### config.mk
export PLATFORM = sky130hd
export DESIGN_NAME = console_line_assembler
export DESIGN_NICKNAME = d
export VERILOG_FILES = /design/src/rtl/cla_pkg.sv /design/src/rtl/cla_ram.sv /design/src/rtl/cla_front.sv /design/src/rtl/cla_cmd_queue.sv /design/src/rtl/cla_back.sv /design/src/rtl/console_line_assembler.sv
export SDC_FILE = /design/constraint.sdc
export NUM_CORES = 1
export LEC_CHECK = 0
export ABC_CLOCK_PERIOD_IN_PS = 3200
export BUFFER_PORTS_ARGS = -buffer_cell sky130_fd_sc_hd__clkbuf_2
export CORE_UTILIZATION = 30
export CTS_CLUSTER_SIZE = 16
export DETAILED_ROUTE_END_ITERATION = 10
export PLACE_DENSITY_LB_ADDON = 0.15
export SLEW_MARGIN = 20
export SYNTH_ARGS = -nofsm -noshare
export SYNTH_HDL_FRONTEND = slang
export SYNTH_SLANG_ARGS = --single-unit
### constraint.sdc
create_clock -name clk -period 3.2 [get_ports clk]
set_input_delay 0.16 -clock clk [delete_from_list [all_inputs] [get_ports clk]]
set_output_delay 0.16 -clock clk [all_outputs]
set_load 0.005 [all_outputs]
### src/rtl/cla_pkg.sv
// Package with constants, codes and types of the console line assembler.
`timescale 1ns / 1ps
package cla_pkg;

  localparam int LINE_BYTES = 64;
  localparam int CAPACITY   = LINE_BYTES - 1;
  localparam int CNT_W      = $clog2(LINE_BYTES);
  localparam int ADDR_W     = (CAPACITY > 1) ? $clog2(CAPACITY) : 1;

  localparam int QDEPTH = 2;
  localparam int QPTR_W = (QDEPTH > 1) ? $clog2(QDEPTH) : 1;
  localparam int QCNT_W = $clog2(QDEPTH + 1);

  localparam logic [7:0] CMD_BYTE   = 8'd255;
  localparam logic [7:0] BS_BYTE    = 8'd8;
  localparam logic [7:0] DEL_BYTE   = 8'd127;
  localparam logic [7:0] CR_BYTE    = 8'd13;
  localparam logic [7:0] LF_BYTE    = 8'd10;
  localparam logic [7:0] PRINT_LOW  = 8'd32;
  localparam logic [7:0] PRINT_HIGH = 8'd126;

  localparam logic [7:0] OUT_LIMIT_RESET = 8'd64;

  localparam logic OP_BYTE  = 1'b0;
  localparam logic OP_RESET = 1'b1;

  typedef enum logic [1:0] {
    CMD_STORE,
    CMD_BACK,
    CMD_EMIT,
    CMD_CLEAR
  } cmd_kind_t;

  typedef struct packed {
    cmd_kind_t  kind;
    logic [7:0] chr;
  } cmd_t;

  typedef struct packed {
    logic push;
    cmd_t cmd;
  } cmd_req_t;

  typedef struct packed {
    logic full;
    logic empty;
    cmd_t head;
  } cmd_status_t;

  typedef enum logic {
    BK_IDLE,
    BK_DRAIN
  } back_state_t;

endpackage

### src/rtl/cla_ram.sv
// Generic single-write, single-read RAM with registered read data.
`timescale 1ns / 1ps
module cla_ram #(
  parameter int WIDTH = 8,
  parameter int DEPTH = 63,
  parameter int AW    = (DEPTH > 1) ? $clog2(DEPTH) : 1
) (
  input  logic             clk,
  input  logic             we,
  input  logic [AW-1:0]    waddr,
  input  logic [WIDTH-1:0] wdata,
  input  logic             re,
  input  logic [AW-1:0]    raddr,
  output logic [WIDTH-1:0] rdata
);

  logic [WIDTH-1:0] mem [DEPTH];

  always_ff @(posedge clk) begin
    if (we) begin
      mem[waddr] <= wdata;
    end
    if (re) begin
      rdata <= mem[raddr];
    end
  end

endmodule

### src/rtl/cla_front.sv
// Front end: accepts console items, tracks telnet command skipping, classifies bytes.
`timescale 1ns / 1ps
module cla_front import cla_pkg::*; (
  input  logic        clk,
  input  logic        rst,
  input  logic        push,
  input  logic        op,
  input  logic [7:0]  data_byte,
  input  logic        q_full,
  output logic        full,
  output cmd_req_t    req
);

  logic [1:0] command_skip;
  logic [1:0] command_skip_next;
  logic       accept;

  assign full   = q_full;
  assign accept = push && !q_full;

  always_comb begin
    command_skip_next = command_skip;
    req.push          = 1'b0;
    req.cmd.kind      = CMD_STORE;
    req.cmd.chr       = data_byte;
    if (accept) begin
      priority if (op == OP_RESET) begin
        command_skip_next = 2'd0;
        req.push          = 1'b1;
        req.cmd.kind      = CMD_CLEAR;
      end else if (command_skip != 2'd0) begin
        command_skip_next = command_skip - 2'd1;
      end else if (data_byte == CMD_BYTE) begin
        command_skip_next = 2'd2;
      end else if (data_byte == CR_BYTE || data_byte == LF_BYTE) begin
        req.push     = 1'b1;
        req.cmd.kind = CMD_EMIT;
      end else if (data_byte == BS_BYTE || data_byte == DEL_BYTE) begin
        req.push     = 1'b1;
        req.cmd.kind = CMD_BACK;
      end else if (data_byte >= PRINT_LOW && data_byte <= PRINT_HIGH) begin
        req.push     = 1'b1;
        req.cmd.kind = CMD_STORE;
      end
    end
  end

  always_ff @(posedge clk) begin
    if (rst) begin
      command_skip <= 2'd0;
    end else begin
      command_skip <= command_skip_next;
    end
  end

endmodule

### src/rtl/cla_cmd_queue.sv
// Short command queue between the front end and the line engine.
`timescale 1ns / 1ps
module cla_cmd_queue import cla_pkg::*; (
  input  logic        clk,
  input  logic        rst,
  input  cmd_req_t    req,
  input  logic        pop,
  output cmd_status_t status
);

  cmd_t              slots [QDEPTH];
  logic [QPTR_W-1:0] wr_ptr;
  logic [QPTR_W-1:0] rd_ptr;
  logic [QCNT_W-1:0] cnt;
  logic              do_push;
  logic              do_pop;

  assign status.full  = (cnt == QCNT_W'(QDEPTH));
  assign status.empty = (cnt == '0);
  assign status.head  = slots[rd_ptr];
  assign do_push      = req.push && !status.full;
  assign do_pop       = pop && !status.empty;

  always_ff @(posedge clk) begin
    if (do_push) begin
      slots[wr_ptr] <= req.cmd;
    end
  end

  always_ff @(posedge clk) begin
    if (rst) begin
      wr_ptr <= '0;
      rd_ptr <= '0;
      cnt    <= '0;
    end else begin
      if (do_push) begin
        wr_ptr <= (wr_ptr == QPTR_W'(QDEPTH - 1)) ? '0 : wr_ptr + 1'b1;
      end
      if (do_pop) begin
        rd_ptr <= (rd_ptr == QPTR_W'(QDEPTH - 1)) ? '0 : rd_ptr + 1'b1;
      end
      cnt <= cnt + QCNT_W'(do_push) - QCNT_W'(do_pop);
    end
  end

endmodule

### src/rtl/cla_back.sv
// Line engine: keeps the line store and count, drains completed lines to the result buffer.
`timescale 1ns / 1ps
module cla_back import cla_pkg::*; (
  input  logic        clk,
  input  logic        rst,
  input  logic        cfg_we,
  input  logic [7:0]  cfg_data,
  input  cmd_status_t q_status,
  output logic        q_pop,
  input  logic        pop,
  output logic        empty,
  output logic [7:0]  out_char,
  output logic        last
);

  back_state_t       state;
  back_state_t       state_next;
  logic [7:0]        out_limit;
  logic [CNT_W-1:0]  line_count;
  logic [CNT_W-1:0]  line_count_next;
  logic [CNT_W-1:0]  emit_n;
  logic [CNT_W-1:0]  n_reg;
  logic [ADDR_W-1:0] rd_addr;
  logic              rd_pending;
  logic              rd_last;
  logic [1:0]        occ;
  logic [7:0]        head_chr;
  logic              head_last;
  logic [7:0]        tail_chr;
  logic              tail_last;
  logic [7:0]        rdata;
  logic [7:0]        limit;
  logic              issue_ok;
  logic              rd_is_last;
  logic              ram_we;
  logic              ram_re;
  logic              pop_ok;

  assign limit  = (out_limit == 8'd0) ? 8'd0 : out_limit - 8'd1;
  assign emit_n = ({{(8 - CNT_W + 1){1'b0}}, line_count} < {1'b0, limit}) ?
                  line_count : CNT_W'(limit);

  assign issue_ok   = ({1'b0, rd_pending} + occ) < 2'd2;
  assign rd_is_last = (CNT_W'(rd_addr) == n_reg - 1'b1);
  assign pop_ok     = pop && (occ != 2'd0);

  assign empty    = (occ == 2'd0);
  assign out_char = head_chr;
  assign last     = head_last;

  always_comb begin
    state_next = state;
    unique case (state)
      BK_IDLE: begin
        if (!q_status.empty && q_status.head.kind == CMD_EMIT && emit_n != '0) begin
          state_next = BK_DRAIN;
        end
      end
      BK_DRAIN: begin
        if (issue_ok && rd_is_last) begin
          state_next = BK_IDLE;
        end
      end
      default: state_next = BK_IDLE;
    endcase
  end

  always_comb begin
    q_pop           = 1'b0;
    ram_we          = 1'b0;
    ram_re          = 1'b0;
    line_count_next = line_count;
    unique case (state)
      BK_IDLE: begin
        q_pop = !q_status.empty;
        if (!q_status.empty) begin
          unique case (q_status.head.kind)
            CMD_STORE: begin
              if (line_count < CNT_W'(CAPACITY)) begin
                ram_we          = 1'b1;
                line_count_next = line_count + 1'b1;
              end
            end
            CMD_BACK: begin
              if (line_count != '0) begin
                line_count_next = line_count - 1'b1;
              end
            end
            CMD_EMIT:  line_count_next = '0;
            CMD_CLEAR: line_count_next = '0;
            default:   line_count_next = line_count;
          endcase
        end
      end
      BK_DRAIN: begin
        ram_re = issue_ok;
      end
      default: ram_re = 1'b0;
    endcase
  end

  cla_ram #(
    .WIDTH(8),
    .DEPTH(CAPACITY)
  ) u_line_store (
    .clk  (clk),
    .we   (ram_we),
    .waddr(line_count[ADDR_W-1:0]),
    .wdata(q_status.head.chr),
    .re   (ram_re),
    .raddr(rd_addr),
    .rdata(rdata)
  );

  always_ff @(posedge clk) begin
    if (rst) begin
      state      <= BK_IDLE;
      out_limit  <= OUT_LIMIT_RESET;
      line_count <= '0;
      rd_pending <= 1'b0;
      occ        <= 2'd0;
    end else begin
      state      <= state_next;
      line_count <= line_count_next;
      rd_pending <= ram_re;
      occ        <= occ - {1'b0, pop_ok} + {1'b0, rd_pending};
      if (cfg_we) begin
        out_limit <= cfg_data;
      end
    end
  end

  always_ff @(posedge clk) begin
    if (state == BK_IDLE) begin
      n_reg   <= emit_n;
      rd_addr <= '0;
    end else if (ram_re) begin
      rd_addr <= rd_addr + 1'b1;
    end
    if (ram_re) begin
      rd_last <= rd_is_last;
    end
    if (pop_ok && occ == 2'd2) begin
      head_chr  <= tail_chr;
      head_last <= tail_last;
    end
    if (rd_pending) begin
      if (occ == 2'd0 || (occ == 2'd1 && pop_ok)) begin
        head_chr  <= rdata;
        head_last <= rd_last;
      end else begin
        tail_chr  <= rdata;
        tail_last <= rd_last;
      end
    end
  end

endmodule

### src/rtl/console_line_assembler.sv
// Top level of the console line assembler.
//
// Input channel: op and data_byte are taken when push is high and full is low.
// A byte 255 drops itself and the next two bytes, backspace or DEL removes the
// last stored character, printable bytes are stored up to 63 characters, and
// CR or LF ends the line. An item with op set is a session reset of the line.
// Result channel: while empty is low, out_char and last show the oldest
// character; it is taken when pop is high. last marks the end of a line.
// Configuration: cfg_we writes cfg_data into out_limit, which cuts each line
// to out_limit minus one characters. It resets to 64.
// Data flow: an accepted item reaches the line engine through a two-entry
// command queue. After a terminator the characters are read through the
// registered read port of the line store, and a new read can start while
// the previous one is still pending. While a line drains, intake continues
// until the command queue fills, then full holds.
// If pop stays low, a two-entry result buffer fills and the drain pauses.
// Reset clears the line, the command skip and both queues, and sets out_limit
// back to 64.
`timescale 1ns / 1ps
module console_line_assembler import cla_pkg::*; (
  input  logic       clk,
  input  logic       rst,
  input  logic       push,
  output logic       full,
  input  logic       op,
  input  logic [7:0] data_byte,
  output logic       empty,
  input  logic       pop,
  output logic [7:0] out_char,
  output logic       last,
  input  logic       cfg_we,
  input  logic [7:0] cfg_data
);

  cmd_req_t    req;
  cmd_status_t q_status;
  logic        q_pop;

  cla_front u_front (
    .clk      (clk),
    .rst      (rst),
    .push     (push),
    .op       (op),
    .data_byte(data_byte),
    .q_full   (q_status.full),
    .full     (full),
    .req      (req)
  );

  cla_cmd_queue u_queue (
    .clk   (clk),
    .rst   (rst),
    .req   (req),
    .pop   (q_pop),
    .status(q_status)
  );

  cla_back u_back (
    .clk     (clk),
    .rst     (rst),
    .cfg_we  (cfg_we),
    .cfg_data(cfg_data),
    .q_status(q_status),
    .q_pop   (q_pop),
    .pop     (pop),
    .empty   (empty),
    .out_char(out_char),
    .last    (last)
  );

endmodule

; ---- After elaboration in Yosys (flattened, before gate mapping)
; Memories as Yosys holds them, arrays and structs flattened. A register that Yosys moved wholly into a read port is not among the register bits.
; Index checks and enable logic that the tools add are counted.
[totals]
out_inout_bits = 11
register_bits = 55
ramBits = 524
latch_bits = 0
memories = 2
wordCells = 119
in_bits = 22
mem_bits_ro = 0
[op_classes]
n_reduce_logical = 28
n_div = 0
n_mul = 0
shifts = 0
bitwise = 3
muxes = 38
n_eq_ne = 14
magnitude_cmp = 5
add_sub_neg = 13
[memory_table]
columns = memory, words, width, read_ports, rd_clocked_by_memory_dff, wr, line
row1 = u_back.u_line_store.mem, 63, 8, 1, 1, 1, cla_ram.sv:17  ; logic [WIDTH-1:0] mem [DEPTH];
row2 = u_queue.slots, 2, 10, 1, 1, 1, cla_cmd_queue.sv:11  ; cmd_t slots [QDEPTH];
[ops]
columns = cell, n
row1 = $mux 8, 4
row2 = $eq 8x4->1 const B, 3
row3 = $mux 3, 7
row4 = $mux 1, 19
row5 = $mux 6, 3
row6 = $pmux 6 s3, 1
row7 = $add 6x1->6 const B, 2
row8 = $reduce_bool 6->1, 2
row9 = $sub 6x1->6 const B, 2
row10 = $logic_and 1x1->1, 10
row11 = $eq 2x2->1 const B, 4
row12 = $eq 8x7->1 const B, 1
row13 = $eq 8x8->1 const B, 1
row14 = $ge 8x6->1 const B, 1
row15 = $le 8x7->1 const B, 1
row16 = $logic_not 8->1, 1
row17 = $lt 6x8->1, 1
row18 = $sub 8x1->8 const B, 1
row19 = $eq 6x6->1, 1
row20 = $logic_not 2->1, 3
row21 = $lt 6x6->1 const B, 1
row22 = $mux 2, 3
row23 = $add 2x1->2, 2
row24 = $eq 2x1->1 const B, 2
row25 = 15 further kinds, 25

; ---- Longest topological paths before layout
; Gate-level depths: netlist of the first run.
[logic_depth]
depth_word = 12
depth_mapped = 13
ltp_nobuf = 11

; ---- Modules after synthesis
; Synthesis of the first run repeated with hierarchy kept, for this count alone.
[unflattened]
cells_unflattened = 1330
area_unflattened_um2 = 23894.2
[modules_own_cells]
columns = mod, cells_each, area_per_inst_um2, instances, seq_area_each_um2
row1 = cla_ram, 949, 19886.6, 1, 15374.7
row2 = cla_back, 278, 2730.1, 1, 1141.1
row3 = cla_cmd_queue, 58, 953.4, 1, 700.7
row4 = cla_front, 45, 324.1, 1, 40.0

; ---- Worst setup path before layout of the first run
; Ideal clock, no wire load.
[synth_path]
path_kind = register to register
from = register u_back.out_limit[0]
to = register u_back.n_reg[0] (data pin)
arrival_time_ns = 2.501
synth_period_minus_slack_ns = 2.689
setup_time_ns = 0.188
slack_ns = 0.511
stages_incl_launch_ff = 14
cell_sequence = dfxtp_1 > buf_2 > inv_1 > ha_1 > or3b_2 > nor2_1 > a21o_1 > ha_1 > a21oi_1 > o21ai_0 > a21oi_1 > buf_2 > o21ai_0 > o41ai_1
[synth_via]
elab_chain_cells = 4
word_cells_on_any_way = 5
classes_between = add/sub: 1 / order compare: 1 / mux: 2 / reduce/logical: 1
[synth_rtl]
columns = element, line
row1 = "start, declared", cla_back.sv:18  ; logic [7:0] out_limit;
row2 = "start signal, assigned", cla_back.sv:128  ; out_limit <= cfg_data;
row3 = $sub 8x1->8 or $logic_not 8->1 (tied branches), cla_back.sv:39  ; assign limit = (out_limit == 8'd0) ? 8'd0 : out_limit - 8'd1;
row4 = $mux 8 *, cla_back.sv:39
row5 = $lt 6x8->1, cla_back.sv:40  ; assign emit_n = ({{(8 - CNT_W + 1){1'b0}}, line_count} < {1'b0, limit}) ?
row6 = $mux 6 *, cla_back.sv:40
row7 = net u_back.emit_n[0], cla_back.sv:21  ; logic [CNT_W-1:0] emit_n;
row8 = "end signal, assigned", cla_back.sv:135  ; n_reg <= emit_n;
row9 = "end, declared", cla_back.sv:22  ; logic [CNT_W-1:0] n_reg;
; Mark *: on every way through the listed nets, which the timed path passes. The rest lies on a longest branch.
; A chain may end at the register's enable or synchronous reset.

; ---- Worst setup path after layout of the first run
[layout_path]
from = register u_back.out_limit[0]
to = register u_back.state
[layout_via]
elab_chain_cells = 8
word_cells_on_any_way = 9
classes_between = add/sub: 1 / order compare: 1 / mux: 4 / reduce/logical: 3
[layout_rtl]
columns = element, line
row1 = $sub 8x1->8 or $logic_not 8->1 (tied branches), cla_back.sv:39
row2 = $mux 8 *, cla_back.sv:39
row3 = $lt 6x8->1, cla_back.sv:40
row4 = $mux 6 *, cla_back.sv:40
row5 = $reduce_bool 6->1 *, cla_back.sv:55  ; if (!q_status.empty && q_status.head.kind == CMD_EMIT && emit_n != '0) begin
row6 = $logic_and 1x1->1 *, cla_back.sv:55
row7 = $mux 1 *, cla_back.sv:55
row8 = $pmux 1 s2 *, cla_back.sv:53  ; unique case (state)
row9 = "end signal, assigned", cla_back.sv:123  ; state <= state_next;
row10 = "end, declared", cla_back.sv:16  ; back_state_t state;
; Every way passes the cells marked *; elsewhere a longest branch is shown, timed or not.

==> metrics.yaml, run 1 <==
synth:
  synth-seq-area-share: 0.731
  avgSynthCellArea_um2: 18.2
  yosys-top-cells-count: "548 x edfxtp_1, 120 x mux4_2, 114 x nor2_1, 53 x nand2_1, 47 x a22oi_1"
  yosys.cell_count.top_type: "edfxtp_1"
  synth_area_leaders: "edfxtp_1 70%, mux4_2 11%, dfxtp_1 3.4%"
  ys_seq_elements: 588
  synth_top_area_frac: 0.697
  synth_edf_count: 548
  yosys.area.top_type: "edfxtp_1"
  yosysUniqueCellTypes: 62
  yosysWarnings: 0
  syn_inst: 1301
  ys.flop_type: "edfxtp_1"
  async_flop_share: 0
  syn-num-nets: 1342
  netlist_area_um2: 23600
critical_path:
  end_kind: "flip-flop"
  path_class: "reg2reg"
  worstPathMaxFanout: 10
  cp_num_buf_inv: 2
  r2r_cells: 12
  startpoint_type: "flip-flop"
  max_stage_delay_ns: 0.52
  critical_path_arrival_ns: 3.36
  regToRegSetupSlack_ns: 0.32
  slowest_stage: "or3b_2"
  cp.required_ns: 3.69
  timing.rr.start: "u_back.out_limit[0]$_SDFFE_PP0P_"
  r2r-end: "u_back.state$_SDFF_PP0_"
  crit_chain: "inv_1 > ha_1 > or3b_2 > nor3_1 > a21oi_1 > ha_1 > nand4_1 > nor2_1 > a21oi_2 > buf_4 > or3_1 > o311ai_1"
  worstSetupPathDepth: 12
  critPathTopFamily: "simple AND/OR/NAND/NOR gates"
  cp_common_cell: "ha_1"
layout:
  fin_nets: 1514
  n_antenna_cell: 0
  fill_cells: 7279
  syn2layout_area_growth_pct: 18.7
  largest_reg_flops: 504
  drive_gt1_frac: 0.256
  fin_util: 0.361
  reg_top3: "u_back.u_line_store.mem x504, u_queue.slots x20"
  top_register: "u_back.u_line_store.mem"
cts:
  cts_tree: "built"
  clkLatencyLatePin_ns: 0.61
  cts.sinks: 588
  clock_path_buffers: 3
  clk_pin_slew_worst_paths_ns: 0.06
  htree_levels: 3
  root_buffer: "clkbuf_16"
  cts_made_buffers: 67
worst_hold_path:
  whs_endpoint: "u_back.out_limit[6]$_SDFFE_PP1P_"
  worstHoldStart: "cfg_we"
  hold_class: "in2reg"
  hold_depth: 3
drt:
  wl_per_cell_um: 22.7
  wl_um: 58100
  ant_nets: 0
  viasPerCell: 4.79
  num_vias: 12300
  first_pass_iters: 4
  detail_route.iter0.violations: 872
  drc: 0
power:
  vdd_ir_drop_max_uv: 336
  p_int_uw: 14600
  p_clk_frac: 0.380
  p_switching_uw: 4990
  swShare: 0.254
  leakagePower_uw: 0.00903
  seqPwrFrac: 0.477
  combinationalPowerShare: 0.143
  power_density_nw_per_um2: 699
sta:
  period_needed_ns: 2.88
  fin_crit_sh: 0.899
  maxSlewViolCount: 0
  tns_ns: 0
  clock_skew_ns: 0.0264
  finalHoldViolCount: 0
  maxSlewHeadroom: 0.440
  tightest_slew_ns: 0.840
  grt_setup_unrepaired: "false"
  clock.fmax_mhz: 348
  setup_viol: 0
floorplan:
  core_area_um2: 77700
  rows: 102
  start_util: 0.304
  dieArea_um2: 79900
  num_io_pins: 33
  die_y_um: 283
  die_w_um: 283
outcome:
  outcome: "completed"
placed_design:
  port_buffers: 32
  hpwl_um: 36900
  place_congestion: 0.759
global_route:
  track_usage: 0.149
  grt-ovfl-total: 0
  antenna_found_initial: 1
  grt_pass1_vias: 12900
  grt_max_degree: 64
  grt_pass1_wl_um: 86500
job:
  cap_violations: 0
[through the flow]
step / power [µW] / hold slack, ns / instances / setup WS, ns / area, µm²
detailed placement: 12400 / 0.397 / 2420 / 0.241 / 25700
global placement: 12400 / 0.388 / 2420 / 0.302 / 25700
CTS: 19900 / 0.00409 / 2561 / 0.238 / 28000
finish: 19600 / 0.0452 / 2561 / 0.323 / 28000
global route: 20400 / 0.0430 / 2561 / 0.0957 / 28000
floorplan: 11300 / 0.259 / 1301 / 0.511 / 23600
[layout by cell type, fill, tap and decap left out, drive strengths merged, types with 10 or more instances in the layout]
master / instances
ha: 18
buf: 117
xnor2: 12
nand2: 53
edfxtp: 548
o21ai: 33
nand2b: 11
xor2: 10
mux2i: 38
o22ai: 10
dfxtp: 40
a22oi: 47
nand3: 18
a21oi: 22
mux2: 13
dlygate4sd3: 24
nor2: 114
clkinv: 22
mux4: 120
nor3: 12
inv: 21
clkbuf: 121
[what timing repair did]
action / in CTS / in global routing
hold buffers: 24 / 0
setup endpoints to repair: 0 / 1
endpoints found under the hold margin: 36 / 0
setup buffers: 0 / 0
resized for setup: 0 / 1
[power by group through the flow]
stage	sequential, µW	combinational (µW)	clock (µW)
global route	9380	3110	7900
CTS	9350	2900	7640
global placement	9510	2840	0
detailed placement	9510	2870	0
floorplan	9400	1910	0
finish	9340	2810	7440
[cell families (layout without fill, tap and decap cells)]
logic type | after synthesis | after routing | synth area share
multiplexers | 171 | 171 | 0.137
flip-flops | 588 | 588 | 0.731
AO/OA/AOI/OAI | 158 | 158 | 0.0454
AND/OR/NAND/NOR | 252 | 252 | 0.0497
XOR/XNOR | 22 | 22 | 0.00816
buffers and inverters | 91 | 311 | 0.0191
adder cells (fa/ha/maj) | 19 | 19 | 0.0104
[layout make-up]
cell class,instances,area (µm²),share of cell area
timing repair buffer,173,1340,0.0478
clock inverter,28,267,0.00951
tap,1040,1300,0.0464
sequential,588,17300,0.616
inverter,21,78.8,0.00281
multi-input combinational,622,5930,0.211
clock buffer,89,1850,0.0661
[tightest hold or removal path, cell delays in order]
cell and delay [ns]:
clkbuf_2 0.21, mux2i_1 0.17, nand2_1 0.06
[worst max-delay path by stage]
stage / startpoint / endpoint / slack (ns)
finish: u_back.out_limit[0]$_SDFFE_PP0P_ / u_back.state$_SDFF_PP0_ / 0.32
detailed placement: u_back.out_limit[0]$_SDFFE_PP0P_ / u_back.n_reg[2]$_DFFE_PN_ / 0.24
global route: u_back.out_limit[0]$_SDFFE_PP0P_ / u_back.n_reg[3]$_DFFE_PN_ / 0.1
floorplan: u_back.out_limit[0]$_SDFFE_PP0P_ / u_back.n_reg[0]$_DFFE_PN_ / 0.51
CTS: u_back.out_limit[0]$_SDFFE_PP0P_ / u_back.n_reg[5]$_DFFE_PN_ / 0.24
global placement: u_back.out_limit[0]$_SDFFE_PP0P_ / u_back.n_reg[4]$_DFFE_PN_ / 0.30
[layer usage]
| metal | vias up | track usage | part of all wire |
|---|---|---|---|
| met3 | 91 | 0.0252 | 0.038 |
| met4 | 0 | 0.0453 | 0.024 |
| met2 | 238 | 0.238 | 0.47 |
| met1 | 6362 | 0.209 | 0.47 |
| li1 | 5579 | - | - |
| met5 | - | 0 | 0 |
(Power assumes the default switching activity.)
==> run 2, diff against run 1 <==
CORE_UTILIZATION = 50   (was 30)
==> metrics.yaml, run 2 (same netlist as run 1, synthesis figures left out) <==
outcome:
  outcome: "completed"
sta:
  maxSlewHeadroom: 0.363
  tns_ns: 0
  fin_crit_sh: 0.867
  tightest_slew_ns: 0.952
  clock.fmax_mhz: 360
  maxSlewViolCount: 0
  grt_setup_unrepaired: "false"
  hold_slack_ns: 0.0315
  finalHoldViolCount: 0
  clock_skew_ns: 0.0121
  period_needed_ns: 2.77
  setup_viol: 0
layout:
  n_antenna_cell: 0
  largest_reg_flops: 504
  stdcell_area_um2: 27200
  multiInputGateArea_um2: 5920
  final_cell_mix: "548 x edfxtp_1, 120 x mux4_2, 114 x nor2_1, 107 x buf_4, 61 x clkbuf_16"
  syn2layout_area_growth_pct: 15.1
  layout_commonest_cell: "edfxtp_1"
  fin_nets: 1499
  regArea_um2: 17300
  fill_cells: 3464
  drive_gt1_frac: 0.249
  reg_top3: "u_back.u_line_store.mem x504, u_queue.slots x20"
  top_register: "u_back.u_line_store.mem"
critical_path:
  worstPathMaxFanout: 14
  timing.rr.start: "u_back.out_limit[1]$_SDFFE_PP0P_"
  r2r-end: "u_back.n_reg[1]$_DFFE_PN_"
  regToRegSetupSlack_ns: 0.43
  critical_path_arrival_ns: 3.11
  path_class: "reg2reg"
  end_kind: "flip-flop"
  startpoint_type: "flip-flop"
  r2r_cells: 12
  cp.required_ns: 3.53
cts:
  cts.sinks: 588
  cts.repair.resized: 0
  cts_hold_buf: 21
  root_buffer: "clkbuf_16"
  cts_made_buffers: 60
  htree_levels: 2
  clkLatencyLatePin_ns: 0.61
  clk_pin_slew_worst_paths_ns: 0.06
  clock_path_buffers: 3
  post-cts-setup-buffers: 0
  cts_tree: "built"
drt:
  ant_nets: 0
  wl_um: 52000
  viasPerCell: 5.85
  first_pass_iters: 5
  wl_per_cell_um: 24.6
  detail_route.iter0.violations: 1066
  num_vias: 12400
  drc: 0
global_route:
  grt_max_degree: 64
  grt-ovfl-total: 0
  antenna_found_initial: 0
  grt_pass1_wl_um: 78000
  grt_pass1_vias: 12400
  track_usage: 0.223
power:
  combinationalPowerShare: 0.145
  p_int_uw: 14100
  p_switching_uw: 4750
  leakagePower_uw: 0.00886
  swShare: 0.253
  p_clk_frac: 0.358
  power_density_nw_per_um2: 692
  vdd_ir_drop_max_uv: 547
  seqPwrFrac: 0.497
placed_design:
  place_area_um2: 25100
  hpwl_um: 31900
  port_buffers: 32
  place_congestion: 0.853
floorplan:
  num_io_pins: 33
  start_util: 0.507
  die_w_um: 219
  dieArea_um2: 48100
  die_y_um: 219
  core_area_um2: 46600
  rows: 79
worst_hold_path:
  worstHoldStart: "cfg_we"
  hold_depth: 3
  hold_class: "in2reg"
  whs_endpoint: "u_back.out_limit[3]$_SDFFE_PP0P_"
job:
  cap_violations: 0
[run 2: critical path, cell delays in order (launching register included)]
cell	delay, ns
dfxtp_1	0.35
inv_1	0.07
ha_1	0.22
or3b_2	0.52
nor3_1	0.21
a21oi_1	0.10
ha_1	0.32
nand4_1	0.08
nor2_1	0.11
a21oi_1	0.07
buf_4	0.18
o21ai_0	0.17
o31ai_1	0.10
[run 2: layer usage]
layer  vias up  routed length (µm)  GRT usage
li1       5535                   -          -
met2       346               24900      0.353
met3        86                2850     0.0362
met4         0                1530     0.0789
met1      6407               22700      0.315
met5         -                   0          0
[run 2: worst max path at each step]
| stage | slack (ns) | startpoint | cells after the start | endpoint |
|---|---|---|---|---|
| floorplan | 0.51 | u_back.out_limit[0]$_SDFFE_PP0P_ | 13 | u_back.n_reg[0]$_DFFE_PN_ |
| global placement | 0.52 | u_back.out_limit[1]$_SDFFE_PP0P_ | 12 | u_back.n_reg[0]$_DFFE_PN_ |
| detailed placement | 0.47 | u_back.out_limit[1]$_SDFFE_PP0P_ | 12 | u_back.n_reg[1]$_DFFE_PN_ |
| CTS | 0.44 | u_back.out_limit[1]$_SDFFE_PP0P_ | 12 | u_back.n_reg[1]$_DFFE_PN_ |
| global route | 0.26 | u_back.out_limit[1]$_SDFFE_PP0P_ | 12 | u_back.n_reg[1]$_DFFE_PN_ |
| finish | 0.43 | u_back.out_limit[1]$_SDFFE_PP0P_ | 12 | u_back.n_reg[1]$_DFFE_PN_ |
[run 2: power groups by stage]
stage               clock (µW)  sequential (µW)  combinational, µW
floorplan                    0             9400               1910
global placement             0             9520               2680
detailed placement           0             9520               2760
CTS                       6870             9360               2780
global route              7150             9390               3010
finish                    6730             9360               2730
[run 2: stage by stage]
stage | util | setup slack [ns] | power (µW) | instances
CTS | 0.584 | 0.445 | 19000 | 2115
finish | 0.584 | 0.425 | 18800 | 2115
detailed placement | 0.539 | 0.473 | 12300 | 1982
global route | 0.584 | 0.261 | 19600 | 2115
global placement | 0.539 | 0.521 | 12200 | 1982
floorplan | - | 0.511 | 11300 | 1301
[run 2: final cells by class]
class | count | area share
clock buffer | 72 | 0.0577
clock inverter | 40 | 0.0122
tap | 607 | 0.0279
inverter | 21 | 0.00290
timing repair buffer | 165 | 0.0468
sequential | 588 | 0.635
multi-input combinational | 622 | 0.218
